## config.mk

```make
export PLATFORM = sky130hd
export DESIGN_NAME = rpfa_scan
export DESIGN_NICKNAME = d
export VERILOG_FILES = /design/src/hw/rtl/rpfa_pkg.sv /design/src/hw/rtl/rpfa_scan.sv
export SDC_FILE = /design/constraint.sdc
export NUM_CORES = 1
export LEC_CHECK = 0
export BUFFER_PORTS_ARGS = -buffer_cell sky130_fd_sc_hd__buf_2
export CAP_MARGIN = 20
export CORE_ASPECT_RATIO = 1.5
export CORE_MARGIN = 10
export CORE_UTILIZATION = 45
export DETAILED_ROUTE_END_ITERATION = 16
export GPL_TIMING_DRIVEN = 0
export PLACE_DENSITY = 0.8
export SLEW_MARGIN = 20
export SYNTH_ARGS = -nofsm -noshare
export SYNTH_HDL_FRONTEND = slang
export SYNTH_SLANG_ARGS = --single-unit
export TNS_END_PERCENT = 30
```

## constraint.sdc

```tcl
create_clock -name vclk -period 3.25
set_input_delay 0.4875 -clock vclk [all_inputs]
set_output_delay 0.4875 -clock vclk [all_outputs]
set_load 0.02 [all_outputs]
```

## src/hw/rtl/rpfa_pkg.sv

```systemverilog
`timescale 1ns / 1ps
`default_nettype none

package rpfa_pkg;

  localparam int WORD_W = 64;
  localparam int OFF_W  = 6;
  localparam int IDX_W  = 16;
  localparam int CNT_W  = 16;
  localparam int REQ_W  = 3;
  localparam int STAT_W = 2;

  localparam logic [CNT_W-1:0] CNT_MAX = '1;

  typedef enum logic [REQ_W-1:0] {
    REQ_ALLOC_ONE = 3'd0,
    REQ_ALLOC_TWO = 3'd1,
    REQ_FREE_ONE  = 3'd2,
    REQ_FREE_TWO  = 3'd3,
    REQ_ADD_REF   = 3'd4,
    REQ_READ      = 3'd5
  } req_t;

  typedef enum logic [STAT_W-1:0] {
    STAT_OK           = 2'd0,
    STAT_NO_FREE      = 2'd1,
    STAT_ALREADY_FREE = 2'd2,
    STAT_RANGE        = 2'd3
  } stat_t;

  typedef enum logic [3:0] {
    S_CLEAR,
    S_IDLE,
    S_SCAN_LO,
    S_SCAN_HI,
    S_RD_A,
    S_EX_A,
    S_RD_B,
    S_EX_B,
    S_WR_B,
    S_DONE
  } state_t;

  typedef enum logic [2:0] {
    ALU_PASS,
    ALU_INC_SAT,
    ALU_DEC,
    ALU_ONE,
    ALU_ZERO
  } alu_op_t;

  typedef struct packed {
    logic pair;
    logic carry;
  } scan_ctl_t;

  typedef struct packed {
    logic             hit;
    logic [OFF_W-1:0] pos;
    logic             low_free;
  } scan_res_t;

  function automatic logic [WORD_W-1:0] bit_upd(input logic [WORD_W-1:0] w,
                                                input logic [OFF_W-1:0]  off,
                                                input logic              val);
    logic [WORD_W-1:0] r;
    r      = w;
    r[off] = val;
    return r;
  endfunction

endpackage

`default_nettype wire

```

## src/hw/rtl/rpfa_scan.sv

```systemverilog
`timescale 1ns / 1ps
`default_nettype none

module rpfa_scan
  import rpfa_pkg::*;
(
  input  wire logic [WORD_W-1:0] word,
  input  wire logic [WORD_W-1:0] vmask,
  input  wire scan_ctl_t         ctl,
  output scan_res_t              res
);

  logic [WORD_W-1:0] free_w;
  logic [WORD_W-1:0] pair_w;
  logic [OFF_W-1:0]  lo_pos;
  logic [OFF_W-1:0]  hi_pos;

  assign free_w = ~word & vmask;
  assign pair_w = free_w & {ctl.carry, free_w[WORD_W-1:1]};

  always_comb begin
    lo_pos = '0;
    for (int i = WORD_W - 1; i >= 0; i--) begin
      if (free_w[i]) begin
        lo_pos = OFF_W'(i);
      end
    end
  end

  always_comb begin
    hi_pos = '0;
    for (int i = 0; i < WORD_W; i++) begin
      if (pair_w[i]) begin
        hi_pos = OFF_W'(i);
      end
    end
  end

  always_comb begin
    res.low_free = free_w[0];
    if (ctl.pair) begin
      res.hit = |pair_w;
      res.pos = hi_pos;
    end else begin
      res.hit = |free_w;
      res.pos = lo_pos;
    end
  end

endmodule

`default_nettype wire

```

# [Word-level counts from Yosys, hierarchy flattened]
# Index checks and enable logic that the tools add are counted.
[word_totals] regBits=0 output_inout_bits=8 wordCells=133
[op_classes] muxes=128 bitwise_logic=3 n_reduce_logical=2
[ops] op="6-bit two-way mux" n=126
[ops] op="64-bit AND" n=2
[ops] op="64-bit OR reduction" n=2
[ops] op="64-bit inverter" n=1
[ops] op="7-bit two-way mux" n=1
[ops] op="1-bit two-way mux" n=1

# [Depth between registers and ports, before layout]
# Gate-level depths: netlist of the first run.
[depth] depth_word=67 ltp_mapped=8 depth_no_buf=7

# [Worst setup path before layout of the first run]
# No wires, ideal clock.
[synth_timing] kind="input to output" startpoint="input vmask[21]" endpoint="output res[6] (netlist bit)" arrival_time_ps=2003 slack_ps=760 cell_stages=5 n_path_buf=0 path_cell_list="nor2b_1 > nor4_4 > inv_2 > or3_1 > o32ai_1"
[synth_rtl] element="start: declaration" line_no="rpfa_scan.sv:8" source="input wire logic [WORD_W-1:0] vmask,"
[synth_rtl] element="end: declaration" line_no="rpfa_scan.sv:10" source="output scan_res_t res"

==> results.toml, run 1 <==
[outcome]
status = "completed"

[power]
p_comb_share_pct = 100.0
total_power_w = 0.000473
leakage_nw = 1.43
seq_power_share_pct = 0
p_sw_share_pct = 56.4
p_clk_share_pct = 0
internal_power_w = 0.000206
power_density_mw_per_mm2 = 142
switchingPower_w = 0.000267
peakVddDrop_mv = 0.0645

[yosys]
synthMuxAreaShare_pct = 0
synth_warnings = 0
synth_cell_type_count = 69
synthAdderAreaFrac_pct = 0
synth_top_family_by_area = "simple AND/OR/NAND/NOR gates"
synthSimpleGateAreaFrac_pct = 56.6
syn-num-nets = 553
synth_compound_area_share_pct = 40.7
ys_seq_area_share_pct = 0
synth.avg_cell_area_um2 = 6.05
syn_area_mm2 = 0.00256
synth_cells = 423
synth_xor_area_share_pct = 0

[timing]
worstMarginPinSlew_ps = 576
finalSetupViolations = 0
fmax_ghz = 0.340
timing.final.crit_period_ps = 2940
totalNegativeSetupSlack_ps = 0
hold_slack_ps = 1280
grt_setup_unrepaired = "false"
slew_violations = 0
relSlewSlack_pct = 61.1
finalHoldViolations = 0
fin_crit_sh_pct = 90.5

[critical_path]
critPathMaxFanout = 4
worst_path_max_delay_cell = "a211oi_1"
path_delay_family = "compound AO/OA/AOI/OAI gates"
cp_cell_sequence = "buf_2 > nand2b_1 > a31o_2 > a211oi_1 > o21ai_0 > a31oi_1 > o21ai_1 > o211ai_2 > buf_2"
cp_data_arrival_time_ps = 2450
path_class = "primary input to output port"
startpoint_type = "primary input"
cp-end-kind = "output port"
critPathMaxStageDelay_ps = 390
crit_path_frequent_cell = "buf_2"
critPathBufInv = 2
cp.required_ps = 2760

[final_layout]
fill_cells = 585
seq_area_um2 = 0
syn_to_final_growth_pct = 30.2
final_nets = 692
clock_buffers = 0
final_common_cell = "buf_2"
drive_gt1_share_pct = 29.1
final_cell_mix = "buf_2 (141), nand2b_1 (53), nor2_1 (50)"
seq_cell_count = 0
multi_input_area_mm2 = 0.00249
fin_util_pct = 60.7
n_antenna_cell = 0

[run]
maxCapViolCount = 0

[global_routing]
grt_pass1_vias = 3779
antenna_found_initial = 0
grt_max_degree = 10
grt_pass1_wl_um = 15800
gr-total-overflow = 0
gr-usage-all-layers_pct = 20.1

[route]
dr.pass1.iters = 4
routed_wl_um = 10100
ant_nets = 0
drc = 0
via_per_inst = 5.97
avgRoutedWirePerCell_um = 16.0
routed-via-count = 3758
drtIter0Drc = 216

[clocking]
post_cts_buffers = 0
cts_resized = 0
cts_hold_buf = 0

[floorplanning]
dieArea_mm2 = 0.00916
die_w_um = 81.6
core_mm2 = 0.00549
io_pins = 138
start_util_pct = 46.6
rows = 33
die_h_um = 112

[placed_design]
gp_congestion = 0.880
hpwl_um = 9040
io_buffers = 137

[min_path]
min_path_type = "primary input to output port"
[layer usage]
metal | wire (um) | share of wire, % | GRT usage, %
met5 | 0 | 0 | 0
met4 | 343 | 3.4 | 6.60
met3 | 618 | 6.1 | 2.56
met2 | 5590 | 55 | 40.0
met1 | 3540 | 35 | 19.9
[cell usage after synthesis, types with 9 or more instances]
cell / count / area, um^2
nand2_1: 27 / 101
nor3_1: 17 / 85.1
nand2b_1: 53 / 332
a31oi_1: 9 / 56.3
nand3_1: 10 / 50.1
a21oi_1: 38 / 190
o21ai_1: 10 / 50.1
nor2b_1: 49 / 307
o21ai_0: 28 / 140
nand4_1: 12 / 75.1
nor2_1: 50 / 188
[cell type report]
class / instances / area share (%)
plain buffers: 7 / 1.28
well taps: 70 / 2.63
multi-input cells: 409 / 74.7
repair buffers: 137 / 20.6
inverters: 7 / 0.789
[logic make-up after synthesis]
logic type      after synthesis
compound gates              157
buf+inv                      14
simple gates                252
[through the flow]
stage / std cells / instance area [um^2] / setup WS, ps
floorplan: 423 / 2560 / 760
global placement: 630 / 3330 / 406
detailed placement: 630 / 3330 / 367
CTS: 630 / 3330 / 360
global route: 630 / 3330 / 209
finish: 630 / 3330 / 308
[power by group through the flow]
stage	logic (W)	registers, W	clock network, W
5_1_grt	0.000523	0	0
2_1_floorplan	0.000296	0	0
3_5_place_dp	0.000467	0	0
6_report	0.000473	0	0
4_1_cts	0.000469	0	0
3_3_place_gp	0.000460	0	0
[worst paths after layout]
| kind | start | to | slack [ps] | cells past startpoint |
|---|---|---|---|---|
| setup / recovery | word[14] | res[1] | 310 | 9 |
| hold / removal | word[0] | res[0] | 1280 | 3 |
No activity file was read; power rests on OpenSTA's default activity.
==> run 2: changes to the inputs <==
- SETUP_SLACK_MARGIN: default -> 0.4
==> run 2 against run 1 <==
Against the previous run: sequential share of layout area unchanged; non-clock buffer count unchanged; global-route usage up 0.094 points; combinational power up 0.8%; wire length up 0.70%; cell area up 0.68%; clock-buffer cell count unchanged; sequential cell count unchanged; critical path type unchanged; critical endpoint unchanged.
==> results.toml, run 2 (same netlist as run 1, synthesis figures left out) <==
[outcome]
status = "completed"

[timing]
totalNegativeSetupSlack_ps = 0
worstMarginPinSlew_ps = 577
fin_crit_sh_pct = 85.9
fmax_ghz = 0.358
timing.final.crit_period_ps = 2790
finalSetupViolations = 0
grt_setup_unrepaired = "true"
setup_ws_ps = 459
slew_violations = 0
finalHoldViolations = 0
relSlewSlack_pct = 61.0

[global_routing]
grt_pass1_vias = 3789
grt_max_degree = 10
gr-total-overflow = 0
antenna_found_initial = 0
gr-usage-all-layers_pct = 20.2
grt_pass1_wl_um = 15900

[final_layout]
seq_cell_count = 0
syn_to_final_growth_pct = 31.1
seq_area_um2 = 0
n_antenna_cell = 0
final_common_cell = "buf_2"
final_cell_mix = "buf_2 (141), nand2b_1 (53), nor2_1 (49)"
clock_buffers = 0
final_nets = 692
drive_gt1_share_pct = 30.2
fill_cells = 584

[power]
p_comb_share_pct = 100.0
peakVddDrop_mv = 0.0647
seq_power_share_pct = 0
switchingPower_w = 0.000269
p_clk_share_pct = 0
p_sw_share_pct = 56.4
internal_power_w = 0.000208
power_density_mw_per_mm2 = 142
leakage_nw = 1.43

[run]
maxCapViolCount = 0

[route]
dr.pass1.iters = 4
avgRoutedWirePerCell_um = 16.1
drc = 0
ant_nets = 0
via_per_inst = 6.00
routed-via-count = 3780
routed_wl_um = 10200
drtIter0Drc = 177

[critical_path]
path_delay_family = "compound AO/OA/AOI/OAI gates"
critPathMaxStageDelay_ps = 350
cp.required_ps = 2760
critPathMaxFanout = 8
crit_path_frequent_cell = "buf_2"
critPathBufInv = 3
startpoint_type = "primary input"
cp_cell_sequence = "buf_2 > nand2b_1 > buf_2 > a211oi_2 > o211ai_1 > a211oi_1 > o221a_1 > o31a_1 > o211ai_2 > buf_2"
cp-end-kind = "output port"
path_class = "primary input to output port"
cp_data_arrival_time_ps = 2300
worst_path_max_delay_cell = "a211oi_1"

[min_path]
min_from = "word[0]"
holdPathEnd = "res[0]"
holdPathStages = 3
min_path_type = "primary input to output port"

[placed_design]
pre_cts_ws_ps = 367
gp_congestion = 0.880
hpwl_um = 9040
io_buffers = 137

[floorplanning]
die_h_um = 112
core_mm2 = 0.00549
start_util_pct = 46.6
rows = 33
die_w_um = 81.6
dieArea_mm2 = 0.00916
io_pins = 138
run 2: layout make-up:
type               instances  area [um^2]  share of cell area [%]
plain buffers              7         42.5                    1.27
well taps                 70         87.6                    2.61
multi-input cells        409         2510                    74.9
inverters                  7         26.3                   0.784
repair buffers           137          686                    20.4
run 2: per-layer routing:
metal	vias to the layer above	wire, um	global-route usage [%]	share of wire (%)
met1	1756	3590	20.0	35
li1	1893	-	-	-
met3	24	581	2.56	5.7
met5	-	0	0	0
met4	0	340	6.60	3.3
met2	107	5650	40.2	56
run 2: power groups by stage:
stage / combinational, W / sequential, W / clock [W]
floorplan: 0.000296 / 0 / 0
global placement: 0.000460 / 0 / 0
detailed placement: 0.000467 / 0 / 0
CTS: 0.000470 / 0 / 0
global route: 0.000527 / 0 / 0
finish: 0.000477 / 0 / 0
run 2: per-stage QoR:
step                      power, W  cells  hold slack [ps]  util, %  cell area (um^2)
after floorplan           0.000296    423             1070        -              2560
after global placement    0.000460    630             1280     60.7              3330
after detailed placement  0.000467    630             1290     60.7              3330
after CTS                 0.000470    630             1290     60.8              3340
after global routing      0.000527    630             1310     61.1              3350
final                     0.000477    630             1280     61.1              3350
run 2: worst max-delay path by stage:
stage / startpoint / to / slack (ps) / cells after the start
2_1_floorplan: vmask[21] / res[6] / 760 / 5
3_3_place_gp: word[10] / res[1] / 410 / 9
3_5_place_dp: word[10] / res[1] / 370 / 9
4_1_cts: word[8] / res[1] / 450 / 9
5_1_grt: word[22] / res[1] / 400 / 9
6_report: word[58] / res[1] / 460 / 10
run 2: timing repair:
| item | in CTS | in global routing |
|---|---|---|
| setup endpoints to repair | 1 | 2 |
| gates resized for setup | 2 | 4 |
| hold buffers | 0 | 0 |
| buffers inserted | 0 | 0 |
| pin swaps | 0 | 2 |
==> run 3: changes to the inputs <==
- RECOVER_POWER: default -> 25
==> run 3 against run 2 <==
Against the previous run: utilization about the same; worst hold slack better by 17 ps; largest power group unchanged; global-route usage unchanged; first-iteration DRC count increased by 1.7%; die area stayed put; clock-buffer cell count is the same; final cell count unchanged; sequential share of layout area unchanged; cell area hardly changed; sequential cell count unchanged.
==> results.toml, run 3 (same netlist as run 1, synthesis figures left out) <==
[timing]
fmax_ghz = 0.358
setup_ws_ps = 458
slew_violations = 0
relSlewSlack_pct = 61.0
worstMarginPinSlew_ps = 577
finalSetupViolations = 0
totalNegativeSetupSlack_ps = 0
timing.final.crit_period_ps = 2790
grt_setup_unrepaired = "true"
finalHoldViolations = 0
fin_crit_sh_pct = 85.9

[global_routing]
gr-usage-all-layers_pct = 20.2
grt_pass1_vias = 3789
gr-total-overflow = 0
antenna_found_initial = 0
grt_max_degree = 10
grt_pass1_wl_um = 15900

[floorplanning]
rows = 33
core_mm2 = 0.00549
io_pins = 138
dieArea_mm2 = 0.00916
start_util_pct = 46.6
die_h_um = 112
die_w_um = 81.6

[min_path]
min_path_type = "primary input to output port"

[power]
power_density_mw_per_mm2 = 142
leakage_nw = 1.43
peakVddDrop_mv = 0.0647

[route]
ant_nets = 0
drtIter0Drc = 180
via_per_inst = 5.96
dr.pass1.iters = 4
drc = 0
routed_wl_um = 10100
avgRoutedWirePerCell_um = 16.1
routed-via-count = 3752

[critical_path]
path_class = "primary input to output port"
critPathMaxStageDelay_ps = 520
cp-end-kind = "output port"
cp_data_arrival_time_ps = 2300
crit_start = "word[36]"
cp.required_ps = 2760
crit_path_frequent_cell = "buf_2"
crit_path_end = "res[2]"
critPathMaxFanout = 5
startpoint_type = "primary input"
worst_path_max_delay_cell = "o311ai_0"
cp_cell_sequence = "buf_2 > nor2b_1 > nor2_1 > o311ai_0 > a21oi_1 > o2111ai_1 > o221ai_1 > buf_2"

[final_layout]
final_nets = 692
layout.cells.non_filler = 630
syn_to_final_growth_pct = 31.0
postLayoutCellArea_mm2 = 0.00335
clock_buffers = 0
multi_input_area_mm2 = 0.00251
seq_cell_count = 0
final_cell_mix = "buf_2 (139), nand2b_1 (53), nor2_1 (49)"
final_common_cell = "buf_2"
n_antenna_cell = 0
seq_area_um2 = 0
fill_cells = 586
drive_gt1_share_pct = 29.8

[placed_design]
pre_cts_ws_ps = 367
gp_congestion = 0.880
placed_area_mm2 = 0.00333
io_buffers = 137
hpwl_um = 9040
dp_cells = 630

[run]
maxCapViolCount = 0

[outcome]
status = "completed"

[clocking]
post_cts_buffers = 0
==> run 3: layout make-up <==
class	count	area share (%)
Multi-Input combinational cell	409	74.9
Tap cell	70	2.61
Timing Repair Buffer	137	20.4
Buffer	7	1.27
Inverter	7	0.784
==> run 3: worst max-delay path: cells and delay by family <==
family	cells	cell delay (ps)
AOI/OAI and AO/OA	4	1120
and+or+nand+nor	2	380
buffers and inverters	2	300
==> run 3: per-layer routing <==
layer	track usage (%)	vias up	wire, um
met2	40.2	111	5660
met5	0	-	0
met3	2.56	24	582
met4	6.60	0	340
met1	20.0	1725	3570
li1	-	1892	-
==> run 3: worst min-delay path by stage <==
stage / from / endpoint / cells after the start
2_1_floorplan: word[0] / res[0] / 1
6_report: word[0] / res[0] / 3
4_1_cts: word[0] / res[0] / 3
5_1_grt: word[0] / res[0] / 3
3_5_place_dp: word[0] / res[0] / 3
3_3_place_gp: word[0] / res[0] / 3
==> run 3: report_power, final <==
| part | leakage, nW | internal, W | switching [W] |
|---|---|---|---|
| sequential | 0 | 0 | 0 |
| combinational | 1.43 | 0.000208 | 0.000269 |
| clock | 0 | 0 | 0 |
| total | 1.43 | 0.000208 | 0.000269 |
==> run 3: stage by stage <==
stage / hold WS (ps) / utilization [%] / power, W
after CTS: 1290 / 60.8 / 0.000470
final: 1300 / 61.0 / 0.000477
after global placement: 1280 / 60.7 / 0.000460
after detailed placement: 1290 / 60.7 / 0.000467
after floorplan: 1070 / - / 0.000296
after global routing: 1340 / 61.0 / 0.000527
==> run 3: timing repair <==
action | 4_1_cts | 5_1_grt
gates resized for setup | 2 | 4
pin swaps | 0 | 2
hold buffers | 0 | 0
endpoints found under the setup margin | 1 | 2
